<file path="src/rtl/core/e2q_pkg.sv">
package e2q_pkg;

  localparam int AngW = 18;
  localparam int QW = 16;
  // CORDIC datapath: 30 fraction bits, values stay well below 2^32.
  localparam int CW = 34;
  localparam int TabLen = 24;
  localparam logic signed [CW-1:0] CordicGain = 34'sd652032874;
  localparam logic signed [CW-1:0] PiQ30 = 34'sd3373259426;
  localparam logic signed [CW-1:0] HalfPiQ30 = 34'sd1686629713;
  // Cosine and sine after rounding: 20 fraction bits, magnitude up to about 1.
  localparam int TW = 23;

  typedef struct packed {
    logic signed [AngW-1:0] roll;
    logic signed [AngW-1:0] pitch;
    logic signed [AngW-1:0] yaw;
  } angles_t;

  typedef struct packed {
    logic signed [QW-1:0] w;
    logic signed [QW-1:0] x;
    logic signed [QW-1:0] y;
    logic signed [QW-1:0] z;
  } quat_t;

  function automatic logic signed [CW-1:0] atan_entry(input int i);
    logic signed [CW-1:0] t;
    case (i)
      0: t = 34'sh03243F6A8;
      1: t = 34'sh01DAC6705;
      2: t = 34'sh00FADBAFC;
      3: t = 34'sh007F56EA6;
      4: t = 34'sh003FEAB76;
      5: t = 34'sh001FFD55B;
      6: t = 34'sh000FFFAAA;
      7: t = 34'sh0007FFF55;
      8: t = 34'sh0003FFFEA;
      9: t = 34'sh0001FFFFD;
      10: t = 34'sh0000FFFFF;
      11: t = 34'sh00007FFFF;
      12: t = 34'sh00003FFFF;
      13: t = 34'sh00001FFFF;
      14: t = 34'sh00000FFFF;
      15: t = 34'sh000007FFF;
      16: t = 34'sh000003FFF;
      17: t = 34'sh000001FFF;
      18: t = 34'sh000000FFF;
      19: t = 34'sh0000007FF;
      20: t = 34'sh0000003FF;
      21: t = 34'sh0000001FF;
      22: t = 34'sh0000000FF;
      default: t = 34'sh00000007F;
    endcase
    return t;
  endfunction

endpackage

</file>
<file path="src/rtl/core/e2q_front.sv">
module e2q_front (
  input  logic              clk,
  input  logic              rst_n,
  input  logic              in_valid,
  input  e2q_pkg::angles_t  in_ang,
  output logic              in_ready,
  output logic              out_valid,
  output e2q_pkg::angles_t  out_ang,
  input  logic              out_ready
);
  import e2q_pkg::*;

  // Two-entry queue between the input side and the CORDIC pipeline.
  angles_t   mem_r [2];
  logic      wp_r, rp_r;
  logic [1:0] cnt_r;
  logic      push, pop;

  assign in_ready  = cnt_r != 2'd2;
  assign out_valid = cnt_r != 2'd0;
  assign out_ang   = mem_r[rp_r];
  assign push = in_valid && in_ready;
  assign pop  = out_valid && out_ready;

  always_ff @(posedge clk) begin
    if (push) begin
      mem_r[wp_r] <= in_ang;
    end
    if (!rst_n) begin
      wp_r <= 1'b0;
      rp_r <= 1'b0;
      cnt_r <= 2'd0;
    end else begin
      if (push) wp_r <= ~wp_r;
      if (pop) rp_r <= ~rp_r;
      cnt_r <= cnt_r + {1'b0, push} - {1'b0, pop};
    end
  end
endmodule

</file>
<file path="config.mk">
export PLATFORM = sky130hd
export DESIGN_NAME = e2q_front
export DESIGN_NICKNAME = d
export VERILOG_FILES = /design/src/rtl/core/e2q_pkg.sv /design/src/rtl/core/e2q_front.sv
export SDC_FILE = /design/constraint.sdc
export NUM_CORES = 1
export LEC_CHECK = 0
export ABC_AREA = 1
export BUFFER_PORTS_ARGS = -buffer_cell sky130_fd_sc_hd__clkbuf_2
export CAP_MARGIN = 10
export CORE_ASPECT_RATIO = 2
export CORE_MARGIN = 3
export CORE_UTILIZATION = 48
export CTS_BUF_LIST = sky130_fd_sc_hd__clkbuf_8
export DETAILED_ROUTE_END_ITERATION = 8
export GPL_ROUTABILITY_DRIVEN = 0
export PLACE_DENSITY = 0.74
export SLEW_MARGIN = 5
export SYNTH_ARGS = -nofsm -noshare
export SYNTH_HDL_FRONTEND = slang
export SYNTH_SLANG_ARGS = --single-unit
</file>
<file path="constraint.sdc">
create_clock -name clk -period 4.08 [get_ports clk]
set_clock_uncertainty 0.15 [all_clocks]
set_input_delay 0.204 -clock clk [delete_from_list [all_inputs] [get_ports clk]]
set_output_delay 0.204 -clock clk [all_outputs]
set_load 0.01 [all_outputs]
</file>
### After elaboration in Yosys (flattened, before gate mapping)

Memories as Yosys holds them, arrays and structs flattened. A register that Yosys moved wholly into a read port is not among the register bits.
Index checks and enable logic that the tools add are counted.
W data, S select, Z words.

* register bits: 4
* bits in writable memories: 108
* input port bits: 58
* output and inout bits: 56
* word-level logic and storage cells: 16
* memories kept: 1

* $add $sub $neg: 2
* equality and inequality tests: 1
* muxes and demuxes: 4
* bitwise logic cells: 2
* reduce and logical (&&, ||, !) cells: 3

Memories
* mem_r: words 2, bits a word 54, rd ports 1, clocked after memory_dff 1, write ports 1, line e2q_front.sv:14 `angles_t mem_r [2];`

Operators with widths (number)
* $mux W1: 4
* $add A2 B1 Y2: 1
* $logic_and A1 B1 Y1: 2
* $ne A2 B2 Y1 const B: 1
* $not A1 Y1: 2
* $reduce_bool A2 Y1: 1
* $sub A2 B1 Y2: 1

### Longest topological paths before layout

* word-level depth: 4
* depth in mapped cells: 11
* gate-level depth less buffers: 11

### Least setup slack after synthesis

OpenSTA, ideal clock, no wires.

* path kind: register to register
* start: register cnt_r[0]
* end: memory mem_r[0][0] (netlist bit) (enable)
* setup time: 466 ps
* arrival: 2888 ps
* data required time: 3464 ps
* setup slack: 576 ps
* stages on the path, launching flop included: 5
* buffers on the path: 0
* period minus slack after synthesis: 3504 ps
* cell sequence: dfxtp_1 -> inv_1 -> nand2_1 -> nand2_1 -> nor2_1

* word-level cells in the longest chain between the ends: 4

Ends and longest elaborated chain
* from (decl): line e2q_front.sv:16 `logic [1:0] cnt_r;`
* from (signal assigned): line e2q_front.sv:36 `cnt_r <= cnt_r + {1'b0, push} - {1'b0, pop};`
* $ne A2 B2 Y1: line e2q_front.sv:19 `assign in_ready = cnt_r != 2'd2;`
* named net in_ready: line e2q_front.sv:6 `output logic in_ready,`
* $logic_and A1 B1 Y1: line e2q_front.sv:22 `assign push = in_valid && in_ready;`
* $mux W1: line e2q_front.sv:26 `if (push) begin`
* $mux W1 (implied by the code): line e2q_front.sv:27 `mem_r[wp_r] <= in_ang;`
* to (decl): line e2q_front.sv:14

The timed path passes the listed nets, and every way through them passes these cells.

==> results.cfg <==
[critical_path]
critical_path_required_ns = 3.73
cp.arrival_ns = 2.01
criticalPathCategory = register to output pin
end_kind = output pin
cp_max_fo = 54
cp-start-kind = register

[detailed_routing]
drtIter0Drc = 127
dr.pass1.iters = 5
drc_errors = 0
vias_per_cell = 4.80
wl_per_cell_um = 15.5
routed_wl_mm = 7.73
final_antenna_net_count = 0
vias = 2400

[timing]
final-max-slew-violation-count = 0
tightestPinTransition_ns = 1.16
maxSlewHeadroom_pct = 22.5
clock.fmax_mhz = 423
worst_slack_ns = 1.72
tns_ns = 0
setup_viol = 0
hold_viol_final = 0
finalCriticalPeriod_ns = 2.36
rsz0062_at_grt = false
period_share_pct = 58.0

[power_and_ir_drop]
p_sw_share_pct = 26.7
power_density_nw_per_um2 = 564
p_total_mw = 3.34
p_leak_nw = 2.42
peakVddDrop_mv = 0.462
power_frac_comb_pct = 24.4
power_switching_mw = 0.892
power_frac_seq_pct = 47.9
internal-power_mw = 2.45
clockPowerShare_pct = 27.7

[logic_synthesis]
yosysWarnings = 0
ys_seq_area_share_pct = 76.1
synth_area_um2 = 4390
avgSynthCellArea_um2 = 21.5
syn_nets = 264
ys_ff_latch = 113
syn_inst = 204
synth.distinct_cells = 12

[grt]
grt_pass1_wl_mm = 12.0
antenna_found_initial = 0
grt_pass1_vias = 2493
grt-ovfl-total = 0
grt_max_degree = 55
grt_usage_pct = 16.2

[clock_network]
cts_buffers = 17
clockBufferDepth = 2
clock_latency_ns = 0.42
cts_setup_buffers = 0
cts_sinks = 113
cts-root-buf = clkbuf_8
htree_num_levels = 4
cts_tree = built
clk_pin_slew_worst_paths_ns = 0.06

[placed_design]
hpwl_mm = 4.83
place_ws_ns = 1.83
portBuffers = 113

[floorplan]
start_util_pct = 50.1
coreArea_um2 = 8770
die_h_um = 141
ios = 114
num_rows = 48
die_area_um2 = 10400
die-width_um = 73.6

[run_status]
status = finished, final reports clean

[job]
max_cap_violations = 0

[final_layout]
final_nets = 448
diodes = 0
layout-drive-gt1-share_pct = 49.8
utilization_pct = 67.5
nFillCells = 587
layout-area-overhead-vs-synth_pct = 34.8

[hold_path]
hold_class = register to register
-- layer usage --
layer  up-vias  share of wire, %  global-route usage [%]
met4         0               3.5                    9.07
met1      1130                35                    16.2
met5         -                 0                       0
li1       1154                 -                       -
met3        26               5.6                    6.24
met2        90                56                    27.6
-- layout make-up --
type / instances / area, µm² / share of cell area [%]
sequential: 113 / 3350 / 56.6
tap: 100 / 125 / 2.11
clock inverter: 14 / 125 / 2.11
clock buffer: 17 / 234 / 3.95
multi-input combinational: 78 / 917 / 15.5
timing repair buffer: 171 / 1140 / 19.3
inverter: 7 / 26.3 / 0.444
-- synthesized netlist by cell type --
cell | number | area, µm²
a21oi_1 | 2 | 10.0
buf_12 | 5 | 100
buf_6 | 1 | 11.3
dfxtp_1 | 5 | 100
edfxtp_1 | 108 | 3240
ha_1 | 2 | 25.0
inv_1 | 7 | 26.3
mux2_2 | 4 | 45.0
mux2_4 | 50 | 751
nand2_1 | 9 | 33.8
nand3_1 | 3 | 15.0
nor2_1 | 8 | 30.0
-- critical path: stages (launching register included) --
cell and delay (ns):
dfxtp_4 0.98, mux2_2 0.43, clkbuf_2 0.13
-- timing repair --
action / 4_1_cts / 5_1_grt
hold buffers: 57 / 0
gates resized for setup: 0 / 0
endpoints found under the hold margin: 113 / 0
-- cell usage in the layout, fill, tap and decap left out --
| master | count |
|---|---|
| mux2_2 | 4 |
| clkinv_2 | 6 |
| dlygate4sd3_1 | 57 |
| a21oi_1 | 2 |
| clkbuf_2 | 113 |
| nand3_1 | 3 |
| inv_2 | 1 |
| mux2_4 | 50 |
| bufinv_16 | 2 |
| clkbuf_8 | 17 |
| inv_1 | 7 |
| clkinv_4 | 1 |
| nor2_4 | 1 |
| nand2_1 | 9 |
| dfxtp_1 | 4 |
| buf_4 | 1 |
| dfxtp_4 | 1 |
| clkinv_1 | 2 |
| ha_1 | 2 |
| edfxtp_1 | 108 |
| nor2_1 | 7 |
| clkinvlp_4 | 2 |
-- sequential cells by signal, indices dropped and copies added (netlist names), named ones only --
register	flops
mem_r	108
wp_r	1
rp_r	1
cnt_r	2
-- power groups by stage --
stage               logic [mW]  registers [mW]  clock network (mW)
floorplan                0.632            1.54                   0
global placement         0.759            1.62                   0
detailed placement       0.771            1.63                   0
CTS                      0.818            1.61               0.949
global route             0.876            1.62                1.01
finish                   0.814            1.60               0.925
-- kinds of logic (layout without fill, tap and decap cells) --
logic type | count (synthesis) | after routing | synth area share (%)
compound gates | 2 | 2 | 0.228
fa+ha+maj | 2 | 2 | 0.570
buf+inv | 13 | 209 | 3.13
flops | 113 | 113 | 76.1
mux | 54 | 54 | 18.1
simple gates | 20 | 20 | 1.80
-- path summary, 6_finish.rpt --
path | cells past startpoint | slack, ns | endpoint | startpoint
min reg2reg | 2 | 0.36 | register | rp_r
min | 2 | 0.36 | register | rp_r
max reg2reg | 5 | 1.84 | mem_r[0][4] | cnt_r[0]
max | 2 | 1.72 | out_ang[53] | register
-- metrics by stage --
stage | std cells | hold WS [ns] | instance area [µm²]
global route | 500 | 0.339 | 5920
CTS | 500 | 0.336 | 5920
finish | 500 | 0.364 | 5920
floorplan | 204 | 0.147 | 4390
detailed placement | 412 | 0.247 | 4990
global placement | 412 | 0.245 | 4990
(Power assumes the default switching activity.)
